`src/rtl/bpdc_pkg.sv`:
```
package bpdc_pkg;

   localparam int VAL_W     = 40;
   localparam int YLD_W     = 24;
   localparam int YR_W      = 25;
   localparam int YRS_W     = 7;
   localparam int PPY_W     = 4;
   localparam int NRAW_W    = 11;
   localparam int PV_W      = 41;
   localparam int D_W       = 31;
   localparam int G_W       = 26;
   localparam int PM_W      = 44;
   localparam int PMM_W     = 48;
   localparam int DEN2_W    = 69;
   localparam int DEN_W     = 74;
   localparam int MA_W      = 48;
   localparam int DFRAC     = 30;
   localparam int DUR_W     = 24;
   localparam int CONV_W    = 32;
   localparam int STAT_W    = 2;
   localparam int CSR_IDX_W = 3;

   localparam logic [YR_W-1:0] YONE = 25'h100_0000;

   localparam logic [CSR_IDX_W-1:0] CSR_FACE   = 3'd0;
   localparam logic [CSR_IDX_W-1:0] CSR_COUPON = 3'd1;
   localparam logic [CSR_IDX_W-1:0] CSR_YIELD  = 3'd2;
   localparam logic [CSR_IDX_W-1:0] CSR_YEARS  = 3'd3;
   localparam logic [CSR_IDX_W-1:0] CSR_PPY    = 3'd4;

   localparam logic [STAT_W-1:0] STATUS_OK   = 2'd0;
   localparam logic [STAT_W-1:0] STATUS_ZERO = 2'd1;
   localparam logic [STAT_W-1:0] STATUS_SAT  = 2'd2;

   typedef enum logic [3:0] {
      ST_IDLE,
      ST_DIV,
      ST_PD,
      ST_PCF,
      ST_PK,
      ST_PKK,
      ST_PEND,
      ST_M1,
      ST_M2,
      ST_M3,
      ST_M4,
      ST_M5
   } state_type;

   typedef enum logic [2:0] {
      DV_R,
      DV_C,
      DV_Q,
      DV_MAC,
      DV_MOD,
      DV_CONV
   } div_type;

endpackage

```
`src/rtl/bpdc_mul.sv`:
```
module bpdc_mul
   import bpdc_pkg::*;
#(
   parameter int A_W = 48,
   parameter int B_W = 31
) (
   input  logic               clock,
   input  logic [A_W-1:0]     a,
   input  logic [B_W-1:0]     b,
   output logic [A_W+B_W-1:0] p
);

   localparam int LO_W = A_W / 2;
   localparam int HI_W = A_W - LO_W;

   // Two-stage pipeline: the low half of a is multiplied in the first stage and
   // the high half in the second, so each stage holds one narrow multiplier.
   logic [LO_W+B_W-1:0] lo_ff, lo_in;
   logic [HI_W-1:0]     ahi_ff, ahi_in;
   logic [B_W-1:0]      b_ff, b_in;
   logic [HI_W+B_W-1:0] hi_prod;
   logic [A_W+B_W-1:0]  p_ff, p_in;

   assign lo_in   = (LO_W+B_W)'(a[LO_W-1:0]) * (LO_W+B_W)'(b);
   assign ahi_in  = a[A_W-1:LO_W];
   assign b_in    = b;
   assign hi_prod = (HI_W+B_W)'(ahi_ff) * (HI_W+B_W)'(b_ff);
   assign p_in    = (A_W+B_W)'(lo_ff) + ((A_W+B_W)'(hi_prod) << LO_W);

   always_ff @(posedge clock) begin
      lo_ff  <= lo_in;
      ahi_ff <= ahi_in;
      b_ff   <= b_in;
      p_ff   <= p_in;
   end

   assign p = p_ff;

endmodule

```
`config.mk`:
```
export PLATFORM = sky130hd
export DESIGN_NAME = bpdc_mul
export DESIGN_NICKNAME = d
export VERILOG_FILES = /design/src/rtl/bpdc_pkg.sv /design/src/rtl/bpdc_mul.sv
export SDC_FILE = /design/constraint.sdc
export NUM_CORES = 2
export LEC_CHECK = 0
export ABC_AREA = 1
export BUFFER_PORTS_ARGS = -buffer_cell sky130_fd_sc_hd__buf_2
export CORE_MARGIN = 2
export CORE_UTILIZATION = 25
export CTS_BUF_LIST = sky130_fd_sc_hd__clkbuf_2
export DETAILED_ROUTE_END_ITERATION = 8
export MAX_ROUTING_LAYER = met4
export PLACE_DENSITY = 0.49
export SYNTH_ARGS = -nofsm -noshare
export SYNTH_HDL_FRONTEND = slang
export SYNTH_SLANG_ARGS = --single-unit
```
`constraint.sdc`:
```
create_clock -name clock -period 8.15 [get_ports clock]
set_clock_uncertainty 0.05 [all_clocks]
set_input_delay 0 -clock clock [delete_from_list [all_inputs] [get_ports clock]]
set_output_delay 0 -clock clock [all_outputs]
set_load 0.05 [all_outputs]
```
==> results.md <==
* Status: finished, final reports clean
* CTS sink count at 189
* Slew Viols, Final at 0
* Tcrit/Tclk final at 0.960
* Total GRT Usage at 0.175
* Sequential share of the synthesized area at 0.0666
* Crit-path slowest cell: fa_1
* Core Util, Final at 0.285
* Number of global-route vias before repair at 50900
* Non-Filler Instances at 10700
* Synth Area in Adders at 0.535
* Syn Inst Count at around 7400
* CTS clk-pin slew, worst paths at 0.49 ns
* Xor/xnor share of the synthesized area at 0.0199
* Synth warnings at 0
* Hold Fails Final Rpt at 0
* EDFF count, synth at 0
* First-pass GRT wire length at 301000 um
* Post-synthesis mux area share at 0
* CTS H-tree depth at 4
* Cell area after synthesis at 56800 um2
* Die Area at 231000 um2
* Crit path capture type: flip-flop
* Clock Latency Late Sink at 1.27 ns
* Most used DFF post-synth: dfxtp_1
* Hold WC Path Type: flip-flop to flip-flop
* WL final at 192000 um
* Avg WL per Cell at 18.0 um
* Final #Nets at 9442
* DR vias at about 46000
* DP Wirelength at roughly 160000 um
* Share of cells above drive strength 1 at 0.0747
* Slew HR at 0.383
* First drt pass iteration count at 6
* Complex-gate fraction of the synthesized area at 0.0256
* Synth Area in Simple Gates at 0.180
* PortBufs at between 150 and 200
* Largest stage delay on the critical path at 0.55 ns
* Critical path class: flip-flop to flip-flop
* Largest family of logic cells by synthesized area: adder cells
* Worst Tran Pin Value at 0.925 ns
* Largest net degree at the start of global routing at 32
* Syn Area/Cell at 7.64 um2
* Yosys cell types at 39
* Placed Cells at 10500
* Critical Path RT at 9.21 ns
* Max Cap Viol at 0
* Synth async-reset ratio at 0
* I/O Pins at 159
* Global route overflow at 0
* Kind of start point of the critical path: flip-flop
* Worst EP arrival at 8.88 ns
* Max Clk Rate at between 100 and 150 MHz
* Worst path most repeated cell: nand2_1
* Filler cells at between 20000 and 25000
* FP Rows at 174
* Num CTS Buffers at 17
* Critical path fanouts, max at 15
* Vias per cell at 4.29
* DRC viols at 0
* Chip Height at approximately 480 um
* DP Area at just over 60000 um2
* Multi-input gate area at approximately 43000 um2
* Root buffer cell: clkbuf_2
* GPL Wtd Cong at 0.925
* First DRT Iteration DRCs at 2734
* Mapped Nets at 9179
* Register bit total from synthesis at 189
* Starting density of the core at 0.252
* Die width at between 400 and 500 um
* Area Growth Syn to Fin at 13.3%
* Initial antenna violation count at 10
* CTS Buffer Depth at 2
* Post-route cell area at 64300 um2
* Min Tclk post-route at 7.82 ns
* DRT antenna net count at 0
* Final setup viols at 0
* CTS tree: done
* Core area at 225000 um2
* Register area at 3850 um2
* Setup TNS at 0 ns
==> cell type report <==
type,instances,share of cell area
tap,2992,0.0582
inverter,2332,0.136
antenna,6,0.000233
sequential,189,0.0599
multi-input combinational,4644,0.676
clock buffer,17,0.00132
clock inverter,15,0.00323
timing repair buffer,512,0.0646
==> critical path, delay by kind of cell, from the launching register on <==
kind / cells / cell delay [ns]
buf+inv: 10 / 0.92
fa+ha+maj: 9 / 3.95
compound gates: 3 / 0.57
xor+xnor: 1 / 0.26
simple gates: 13 / 1.40
flops: 1 / 0.48
==> synth_stat cells, types with 2 or more instances <==
cell | instances | area (um2)
a21o_1 | 14 | 105
a21oi_1 | 145 | 726
a31oi_1 | 24 | 150
and2_1 | 2 | 12.5
and3_1 | 5 | 31.3
clkbuf_1 | 267 | 1000
dfxtp_1 | 189 | 3780
fa_1 | 1273 | 25500
ha_1 | 393 | 4920
inv_1 | 2321 | 8710
inv_2 | 11 | 41.3
nand2_1 | 2167 | 8130
nand2_2 | 23 | 144
nand3_1 | 91 | 455
nand3_2 | 7 | 70.1
nand4_1 | 34 | 213
nor2_1 | 197 | 739
nor2_2 | 25 | 156
nor2_4 | 8 | 90.1
nor3_1 | 14 | 70.1
nor3_2 | 8 | 80.1
nor4_1 | 5 | 31.3
o211ai_1 | 4 | 30.0
o21a_1 | 8 | 60.1
o21ai_0 | 47 | 235
o21ai_1 | 2 | 10.0
o21bai_1 | 9 | 67.6
o221ai_1 | 2 | 17.5
xnor2_1 | 52 | 455
xor2_1 | 77 | 674
==> layer usage <==
| metal | track usage | share of wire |
|---|---|---|
| met1 | 0.222 | 0.44 |
| met2 | 0.302 | 0.50 |
| met3 | 0.0135 | 0.042 |
| met4 | 0.0430 | 0.025 |
| met5 | - | 0 |
==> cells by family after synthesis <==
logic type | after synthesis
AOI/OAI and AO/OA | 261
xor gates and xnor gates | 129
adders and majority gates | 1666
buffers and inverters | 2600
DFF | 189
and+or+nand+nor | 2588
==> state kept, by name (all words and copies together), names as in the netlist <==
name and cells:
p 79, lo_ff 55, b_ff 31, ahi_ff 24
==> repair_timing <==
item / 4_1_cts / 5_1_grt
pin swaps: 0 / 10
hold buffers: 142 / 0
buffers inserted: 0 / 10
hold endpoints to repair: 62 / 0
setup endpoints to repair: 9 / 32
gates resized for setup: 5 / 110
cloned: 0 / 2
==> path summary, 6_finish.rpt <==
path	from	to	slack, ns	cells past startpoint
worst min-delay path	lo_ff[10]	p[10]	0.22	0
worst min register to register	lo_ff[10]	p[10]	0.22	0
worst max-delay path	ahi_ff[5]	p[73]	0.33	36
worst max register to register	ahi_ff[5]	p[73]	0.33	36
==> placed cells by master, fill, tap and decap left out, types with 4 or more instances in the layout <==
cell,count
nor3_1,14
ha_1,380
a21o_1,14
o21a_1,8
nand2_1,2154
a21oi_2,5
o21bai_1,9
inv_1,2321
a31oi_1,22
nor2_4,15
nor3_2,7
dfxtp_1,155
nand3_2,7
inv_8,4
nand4_1,34
ha_2,8
nand3_1,91
buf_6,4
inv_2,11
clkbuf_2,17
dfxtp_2,23
xor2_1,75
nor4_1,5
nand2_2,36
buf_4,182
dfxtp_4,11
ha_4,5
fa_1,1273
buf_2,158
o211ai_1,4
nor2_1,180
a21oi_1,141
xnor2_1,49
o21ai_0,47
nor2_2,35
buf_12,24
diode_2,6
dlygate4sd3_1,142
and3_1,5
clkinv_8,4
==> metrics by stage <==
stage	hold WS (ns)	worst slack, ns
floorplan	-0.0223	0.876
global route	0.156	-0.0200
CTS	0.0206	0.0116
finish	0.221	0.329
detailed placement	0.0536	0.0371
global placement	0.0562	0.0627
Power is not shown: default switching activity piles up to over one toggle a cycle in this logic, so the estimate is an artifact.
