File: config.mk
export PLATFORM = sky130hd
export DESIGN_NAME = bpdc_div
export DESIGN_NICKNAME = d
export VERILOG_FILES = /design/src/rtl/bpdc_pkg.sv /design/src/rtl/bpdc_div.sv
export SDC_FILE = /design/constraint.sdc
export NUM_CORES = 1
export LEC_CHECK = 0
export BUFFER_PORTS_ARGS = -buffer_cell sky130_fd_sc_hd__buf_2
export CAP_MARGIN = 5
export CORE_AREA = 2 2 236 238
export CTS_CLUSTER_SIZE = 14
export DETAILED_ROUTE_END_ITERATION = 8
export DIE_AREA = 0 0 238 240
export HOLD_SLACK_MARGIN = 0.02
export PLACE_DENSITY = 0.54
export SKIP_LAST_GASP = 1
export SLEW_MARGIN = 20
export SYNTH_ARGS = -nofsm -noshare
export SYNTH_HDL_FRONTEND = slang
export SYNTH_SLANG_ARGS = --single-unit
File: constraint.sdc
create_clock -name clock -period 9.5 [get_ports clock]
set_clock_uncertainty 0.05 [all_clocks]
set_input_delay 1.9 -clock clock [delete_from_list [all_inputs] [get_ports clock]]
set_output_delay 1.9 -clock clock [all_outputs]
set_load 0.05 [all_outputs]
File: src/rtl/bpdc_pkg.sv
package bpdc_pkg;

   localparam int VAL_W     = 40;
   localparam int YLD_W     = 24;
   localparam int YR_W      = 25;
   localparam int YRS_W     = 7;
   localparam int PPY_W     = 4;
   localparam int NRAW_W    = 11;
   localparam int PV_W      = 41;
   localparam int D_W       = 31;
   localparam int G_W       = 26;
   localparam int PM_W      = 44;
   localparam int PMM_W     = 48;
   localparam int DEN2_W    = 69;
   localparam int DEN_W     = 74;
   localparam int MA_W      = 48;
   localparam int DFRAC     = 30;
   localparam int DUR_W     = 24;
   localparam int CONV_W    = 32;
   localparam int STAT_W    = 2;
   localparam int CSR_IDX_W = 3;

   localparam logic [YR_W-1:0] YONE = 25'h100_0000;

   localparam logic [CSR_IDX_W-1:0] CSR_FACE   = 3'd0;
   localparam logic [CSR_IDX_W-1:0] CSR_COUPON = 3'd1;
   localparam logic [CSR_IDX_W-1:0] CSR_YIELD  = 3'd2;
   localparam logic [CSR_IDX_W-1:0] CSR_YEARS  = 3'd3;
   localparam logic [CSR_IDX_W-1:0] CSR_PPY    = 3'd4;

   localparam logic [STAT_W-1:0] STATUS_OK   = 2'd0;
   localparam logic [STAT_W-1:0] STATUS_ZERO = 2'd1;
   localparam logic [STAT_W-1:0] STATUS_SAT  = 2'd2;

   typedef enum logic [3:0] {
      ST_IDLE,
      ST_DIV,
      ST_PD,
      ST_PCF,
      ST_PK,
      ST_PKK,
      ST_PEND,
      ST_M1,
      ST_M2,
      ST_M3,
      ST_M4,
      ST_M5
   } state_type;

   typedef enum logic [2:0] {
      DV_R,
      DV_C,
      DV_Q,
      DV_MAC,
      DV_MOD,
      DV_CONV
   } div_type;

endpackage

File: src/rtl/bpdc_div.sv
module bpdc_div
   import bpdc_pkg::*;
#(
   parameter int NUM_W = 117,
   parameter int D_BITS = 74
) (
   input  logic              clock,
   input  logic              reset,
   input  logic              start,
   input  logic [NUM_W-1:0]  num,
   input  logic [D_BITS-1:0] den,
   output logic              done,
   output logic [NUM_W-1:0]  quo
);

   localparam int CNT_W = $clog2(NUM_W + 1);

   logic [NUM_W-1:0]  quo_ff, quo_in;
   logic [D_BITS-1:0] rem_ff, rem_in;
   logic [D_BITS-1:0] den_ff, den_in;
   logic [CNT_W-1:0]  cnt_ff, cnt_in;
   logic              done_ff, done_in;
   logic [D_BITS:0]   sh;
   logic [D_BITS:0]   diff;
   logic              ge;

   // Restoring division: one quotient bit per cycle, dividend shifted out MSB first.
   always_comb begin
      sh      = {rem_ff, quo_ff[NUM_W-1]};
      ge      = (sh >= {1'b0, den_ff});
      diff    = sh - {1'b0, den_ff};
      quo_in  = quo_ff;
      rem_in  = rem_ff;
      den_in  = den_ff;
      cnt_in  = cnt_ff;
      done_in = 1'b0;
      if (start) begin
         quo_in = num;
         rem_in = '0;
         den_in = den;
         cnt_in = CNT_W'(NUM_W);
      end else if (cnt_ff != '0) begin
         quo_in  = {quo_ff[NUM_W-2:0], ge};
         rem_in  = ge ? diff[D_BITS-1:0] : sh[D_BITS-1:0];
         cnt_in  = cnt_ff - 1'b1;
         done_in = (cnt_ff == CNT_W'(1));
      end
   end

   always_ff @(posedge clock) begin
      if (reset) begin
         cnt_ff  <= '0;
         done_ff <= 1'b0;
      end else begin
         cnt_ff  <= cnt_in;
         done_ff <= done_in;
      end
   end

   always_ff @(posedge clock) begin
      quo_ff <= quo_in;
      rem_ff <= rem_in;
      den_ff <= den_in;
   end

   assign done = done_ff;
   assign quo  = quo_ff;

endmodule

==> flow_summary_export.csv, run 1 <==
group,metric,value,unit
run_status,outcome,"completed",
pwr,leakagePower,0.007987,uW
final_layout,multi_input_area,7547,um2
clock_network,tritoncts,"built",
critical_path,critical_path.reg2reg.endpoint,"rem_ff[12]",
critical_path,worstRegToRegCells,13,
pwr,p_int,3358,uW
global_route,grt.total_usage,16.48,%
critical_path,r2r_setup_slack,5.30,ns
critical_path,timing.critical_path.to_type,"flop",
final_layout,syn_to_final_growth,21.06,%
synthesis,netlist_instances,1549,
critical_path,critical_path_arrival,4.56,ns
route,detailroute.wirelength.met2,22420,um
route,wl_met3,4012,um
sta,finalCriticalPeriod,4.202,ns
route,dr_total_vias,12980,
floorplanning,floorplan.die.width,238,um
route,drc_errors,0,
sta,final_setup_margin,5.298,ns
global_route,largest_net_degree_at_the_start_of_global_routing,143,
synthesis,ranking_of_synthesized_cells_by_area,"edfxtp_1 37%, dfxtp_1 10%, mux2_2 8.4%",
critical_path,path_max_fanout,79,
clock_network,clock_insertion_delay_worst_skew,0.56,ns
critical_path,worstPathRequired,9.86,ns
pwr,switching_share,42.58,%
synthesis,synth_cell_types,74,
clock_network,post_cts_resize_count,0,
floorplanning,initial_core_util,28.69,%
floorplanning,num_rows,86,
route,drtPass1Iterations,7,
critical_path,path_class,"flop to flop",
critical_path,rr_startpoint,"den_ff[1]",
sta,rsz_0062_raised_after_global_routing,"false",
synthesis,seq_area_frac_synth,47.05,%
clock_network,cts_root_buffer,"clkbuf_16",
critical_path,cp-start-kind,"flop",
sta,slew_viol_final,0,
route,detail_route.vias_per_cell,5.086,
global_route,global_route_wire_length_before_repair,73610,um
floorplanning,fp.coreArea,54660,um2
pwr,power-per-cell-area,308.1,nW/um2
clock_network,cts_num_sinks,273,
sta,timing.final.hold_violations,0,
final_layout,finish.utilization,34.73,%
sta,timing_worst_slew_pin_value,0.9521,ns
clock_network,number_of_buffers_created_by_cts,36,
synthesis,synth_top_area_cell,"edfxtp_1",
pwr,pwr-share-clk,23.7,%
pwr,p_sw,2490,uW
synthesis,synth-main-ff-cell,"edfxtp_1",
synthesis,post_synth.cell_area_avg,10.12,um2
global_route,grt_antenna_before_repair,14,
floorplanning,die_area,57120,um2
final_layout,stdcell_count,2551,
synthesis,synthArstFlopShare,0,%
placed_design,io_buffer_count,311,
placed_design,place_ws,4.742,ns
final_layout,area.sequential,7377,um2
clock_network,clk_pin_slew_worst_paths,0.06,ns
placed_design,place_hpwl,35160,um
synthesis,syn-cell-area,15680,um2
sta,setup_total_negative_slack,0,ns
synthesis,ys_warns,0,
synthesis,synth_seq_cells,273,
placed_design,placed_cells,2483,
final_layout,layout.nets,2088,
sta,finalCritPeriodShare,44.23,%
critical_path,startpoint,"den_ff[1]",
pwr,power.ir.vdd_worst,0.1492,mV
final_layout,layout.filler_cells,5600,
sta,max_slew_margin,36.53,%
run,count_of_max_cap_constraint_violations,0,
sta,maximum_clock_frequency,0.2380,GHz
route,finalWirelength,47890,um
global_route,grt_remaining_overflow,0,
floorplanning,ios,312,
placed_design,gp_congestion,0.8755,
final_layout,proportion_of_layout_cells_with_a_drive_suffix_above_1,27.42,%
placed_design,postPlaceCellArea,17790,um2
synthesis,synth_fp_nets,1820,
clock_network,clk_path_buf_depth,3,
synthesis,synth_enable_flop_cells,191,
route,wl_met1,20070,um
critical_path,worst_setup_path_endpoint,"rem_ff[12]",
route,number_of_nets_with_antenna_violations_after_detailed_routing,0,
sta,timing.final.setup_violations,0,
clock_network,postCtsSetupBuffers,0,
pwr,combinationalPowerShare,46.4,%
route,post_drt_wl_per_cell,18.77,um
route,drt_iter0_markers,687,
route,top_signal_layer_used,"met5",
min_path,holdCritPathClass,"flop to flop",
floorplanning,die_h,240,um
synthesis,yosysTopAreaCellShare,36.58,%
clock_network,hold_buffers,0,
pwr,power.share.sequential,29.9,%
global_route,grt_pass1_vias,13100,
final_layout,final_cell_area,18980,um2
clock_network,h-tree-depth,2,
==> power by group through the flow <==
stage	clock network (uW)	registers, uW	logic (uW)
floorplan	0	1970	1910
global placement	0	1760	2670
detailed placement	0	1770	2690
CTS	1440	1750	2700
global route	1480	1780	3000
finish	1390	1750	2710
==> routing by layer <==
| metal | global-route usage, % | vias up |
|---|---|---|
| met3 | 5.454 | 91 |
| met4 | 5.492 | 14 |
| met2 | 27.52 | 456 |
| li1 | - | 6258 |
| met1 | 19.98 | 6156 |
| met5 | 0 | - |
==> logic make-up after synthesis <==
group / count (synthesis) / share of synthesized area [%]
simple gates: 433 / 12.59
flops: 273 / 47.05
mux: 123 / 8.786
fa+ha+maj: 77 / 6.192
xor+xnor: 70 / 3.910
compound gates: 391 / 16.53
buf+inv: 182 / 4.947
==> Yosys cell counts (all sizes together), types with 6 or more instances <==
cell type / n
edfxtp: 191
nor4: 10
clkbuf: 53
nand2: 104
o211ai: 9
o21bai: 15
ha: 76
a21oi: 115
nor2: 153
buf: 35
nand4: 35
a21o: 24
xnor2: 34
inv: 94
mux2: 117
o21a: 10
xor2: 36
a41oi: 9
nand3: 26
o211a: 12
and3: 18
o21ai: 82
a31oi: 9
mux2i: 6
a211oi: 56
dfxtp: 82
nor3: 57
==> worst max-delay path, stage by stage (launching register included) <==
cell and delay, ns:
edfxtp_1 0.37, inv_1 0.11, ha_1 0.24, nor2b_1 0.14
o211ai_1 0.22, a21oi_1 0.16, a311o_1 0.39, o21ai_2 0.28
o211a_1 0.26, o211a_4 0.56, buf_4 0.72, nor2_1 0.12
a211oi_1 0.26, nor3_1 0.08
==> registers in the layout (all words and copies together) (netlist names) <==
register	cells
cnt_ff	7
den_ff	74
rem_ff	74
done	1
quo	117
==> placed cells by master, fill, tap and decap left out, types with 11 or more instances in the layout <==
master,n
a211oi_1,55
clkbuf_16,37
nand2_1,104
nand3_1,25
edfxtp_1,191
and3_1,18
ha_1,76
xor2_1,36
xnor2_1,34
nand4_1,35
inv_1,93
dfxtp_1,82
mux2_2,117
o21bai_1,15
o21ai_0,75
a21o_1,23
a21oi_1,114
buf_2,310
nor2_1,152
o211a_1,11
nor3_1,56
==> per-stage QoR <==
step | total power (uW) | hold slack (ns)
2_1_floorplan | 3875 | 0.4028
3_3_place_gp | 4432 | 0.4357
3_5_place_dp | 4454 | 0.4400
4_1_cts | 5890 | 0.4493
5_1_grt | 6255 | 0.4733
6_report | 5848 | 0.4462
==> worst min-delay path by stage <==
stage | slack [ns] | start | to | depth (start not counted)
after CTS | 0.45 | rem_ff[2] | rem_ff[2] | 2
after detailed placement | 0.44 | rem_ff[2] | rem_ff[2] | 2
final | 0.45 | rem_ff[2] | rem_ff[2] | 2
after floorplan | 0.40 | rem_ff[48] | rem_ff[48] | 2
after global routing | 0.47 | rem_ff[46] | rem_ff[46] | 2
after global placement | 0.44 | rem_ff[67] | rem_ff[67] | 2
==> layout make-up <==
class | instances | area share [%]
multi-input cells | 1094 | 39.76
inverters | 94 | 1.872
flip-flops and latches | 273 | 38.86
repair buffers | 318 | 8.595
well taps | 704 | 4.640
clock buffers | 43 | 4.996
diodes | 5 | 0.06592
clock inverters | 20 | 1.206
(Power assumes the default switching activity.)
==> run 2: changes to the inputs <==
--- a/config.mk
+++ b/config.mk
@@ -12,7 +12,7 @@
 export DETAILED_ROUTE_END_ITERATION = 8
 export DIE_AREA = 0 0 238 240
 export HOLD_SLACK_MARGIN = 0.02
-export PLACE_DENSITY = 0.54
+export PLACE_DENSITY = 0.56
 export SKIP_LAST_GASP = 1
 export SLEW_MARGIN = 20
 export SYNTH_ARGS = -nofsm -noshare
==> constraint.sdc (replaced) <==
create_clock -name clock -period 3.56 [get_ports clock]
set_clock_uncertainty 0.05 [all_clocks]
set_input_delay 0.712 -clock clock [delete_from_list [all_inputs] [get_ports clock]]
set_output_delay 0.712 -clock clock [all_outputs]
set_load 0.05 [all_outputs]
==> flow_summary_export.csv, run 2 (same netlist as run 1, synthesis figures left out) <==
group,metric,value,unit
final_layout,layout.nets,2125,
critical_path,worstRegToRegCells,14,
run_status,outcome,"completed",
pwr,power.share.sequential,28.9,%
floorplanning,floorplan.die.width,238,um
route,number_of_nets_with_antenna_violations_after_detailed_routing,0,
route,detail_route.vias_per_cell,5.078,
clock_network,clk_path_buf_depth,3,
placed_design,gp_congestion,0.9216,
min_path,min_path_cells,1,
floorplanning,die_area,57120,um2
global_route,largest_net_degree_at_the_start_of_global_routing,81,
route,post_drt_wl_per_cell,18.52,um
pwr,p_int,9362,uW
route,drc_errors,0,
critical_path,path_max_fanout,3,
final_layout,finish.utilization,35.58,%
critical_path,path_class,"flop to flop",
placed_design,io_buffer_count,311,
clock_network,number_of_buffers_created_by_cts,36,
final_layout,syn_to_final_growth,24.02,%
clock_network,cts_num_sinks,273,
floorplanning,initial_core_util,28.69,%
floorplanning,ios,312,
global_route,global_route_wire_length_before_repair,73860,um
clock_network,h-tree-depth,2,
clock_network,clock_insertion_delay_worst_skew,0.57,ns
route,drt_iter0_markers,690,
sta,max_slew_margin,36.45,%
sta,finalCriticalPeriod,3.385,ns
sta,setup_total_negative_slack,0,ns
pwr,p_sw,6771,uW
pwr,power.ir.vdd_worst,0.4991,mV
run,count_of_max_cap_constraint_violations,0,
floorplanning,fp.coreArea,54660,um2
pwr,switching_share,41.97,%
floorplanning,die_h,240,um
clock_network,tritoncts,"built",
placed_design,place_hpwl,35870,um
critical_path,cp_top_family,"compound AO/OA/AOI/OAI gates",
critical_path,crit_chain,"inv_1 > ha_1 > inv_1 > fa_2 > a211oi_2 > o211ai_1 > a31oi_4 > o2111ai_4 > a211oi_4 > o21ai_2 > a21o_1 > a2111oi_4 > o311ai_1 > o211a_1",
critical_path,critPathMostFrequentCell,"inv_1",
sta,hold-worst-slack,0.2666,ns
critical_path,worstPathRequired,3.95,ns
clock_network,clk_pin_slew_worst_paths,0.06,ns
sta,timing.final.setup_violations,0,
final_layout,layout_commonest_cell,"buf_2",
pwr,power-per-cell-area,829.6,nW/um2
pwr,pwr-share-clk,23.6,%
placed_design,placed_cells,2517,
final_layout,final_cell_mix,"310 x buf_2, 191 x edfxtp_1, 153 x nor2_1",
final_layout,flip_flop_count_of_the_largest_register_after_layout,117,
min_path,holdCritPathClass,"input pin to flop",
critical_path,timing.critical_path.to_type,"flop",
sta,timing_worst_slew_pin_value,0.9532,ns
pwr,leakagePower,0.008239,uW
route,dr_total_vias,13140,
route,drtPass1Iterations,5,
final_layout,stdcell_count,2588,
route,finalWirelength,47930,um
critical_path,cp-start-kind,"flop",
sta,maximum_clock_frequency,0.2954,GHz
pwr,combinationalPowerShare,47.5,%
global_route,grt.total_usage,16.38,%
clock_network,cts_root_buffer,"clkbuf_16",
critical_path,critical_path_arrival,3.78,ns
critical_path,cpPeakStageDelay,0.38,ns
pwr,totalPowerFinal,16130,uW
final_layout,proportion_of_layout_cells_with_a_drive_suffix_above_1,29.24,%
floorplanning,num_rows,86,
sta,timing.final.hold_violations,0,
sta,slew_viol_final,0,
critical_path,cp.buffers_inverters,2,
sta,rsz_0062_raised_after_global_routing,"true",
sta,finalCritPeriodShare,95.08,%
global_route,grt_antenna_before_repair,12,
global_route,grt_remaining_overflow,0,
critical_path,path_depth,14,
global_route,grt_pass1_vias,13250,
critical_path,timing.critical_path.slowest_stage_cell,"edfxtp_1",
run 2: cell count changes in the layout (fill, tap and decap cells not counted), sizes merged:
cell | before | now
clkinv | 13 | 12
inv | 97 | 94
buf | 318 | 355
diode | 5 | 3
clkbuf | 43 | 46
bufinv | 4 | 6
clkinvlp | 0 | 1
run 2: worst paths after layout:
check	startpoint	endpoint	slack, ns
worst max-delay path	quo[116]	rem_ff[68]	0.18
worst min register to register	rem_ff[2]	rem_ff[2]	0.44
worst max register to register	quo[116]	rem_ff[68]	0.18
worst min-delay path	den[28]	den_ff[28]	0.27
run 2: area by class of cell:
| type | instances | area, um2 |
|---|---|---|
| antenna | 3 | 7.507 |
| clock buffer | 46 | 938.4 |
| clock inverter | 19 | 302.8 |
| fill | 5560 | 35220 |
| inverter | 94 | 356.6 |
| multi-input combinational | 1094 | 7609 |
| sequential | 273 | 7377 |
| tap | 704 | 880.8 |
| timing repair buffer | 355 | 1974 |
run 2: stage by stage:
stage               area (um2)  setup slack, ns
finish                   19450           0.1751
global route             19440         -0.01364
CTS                      19350          0.04495
detailed placement       18100         0.006251
global placement         18100          0.08062
floorplan                15690         0.006467
run 2: layer usage:
| metal | up-vias | wire length (um) | track usage (%) |
|---|---|---|---|
| met5 | - | 118 | 0 |
| met4 | 18 | 1231 | 5.057 |
| met3 | 92 | 3625 | 4.788 |
| met2 | 472 | 22600 | 27.91 |
| met1 | 6225 | 20350 | 19.95 |
| li1 | 6334 | - | - |
run 2: power by group through the flow:
stage,Sequential (uW),Combinational (uW),Clock (uW)
final,4670,7660,3810
after global routing,4750,8400,4040
after CTS,4660,7510,3930
after detailed placement,4710,7450,0
after global placement,4700,7400,0
after floorplan,5250,5090,0
run 2: timing repair:
action,CTS,global route
endpoints found under the setup margin,1,18
setup buffers,1,2
pin swaps,3,7
hold buffers,0,0
resized for setup,2,11
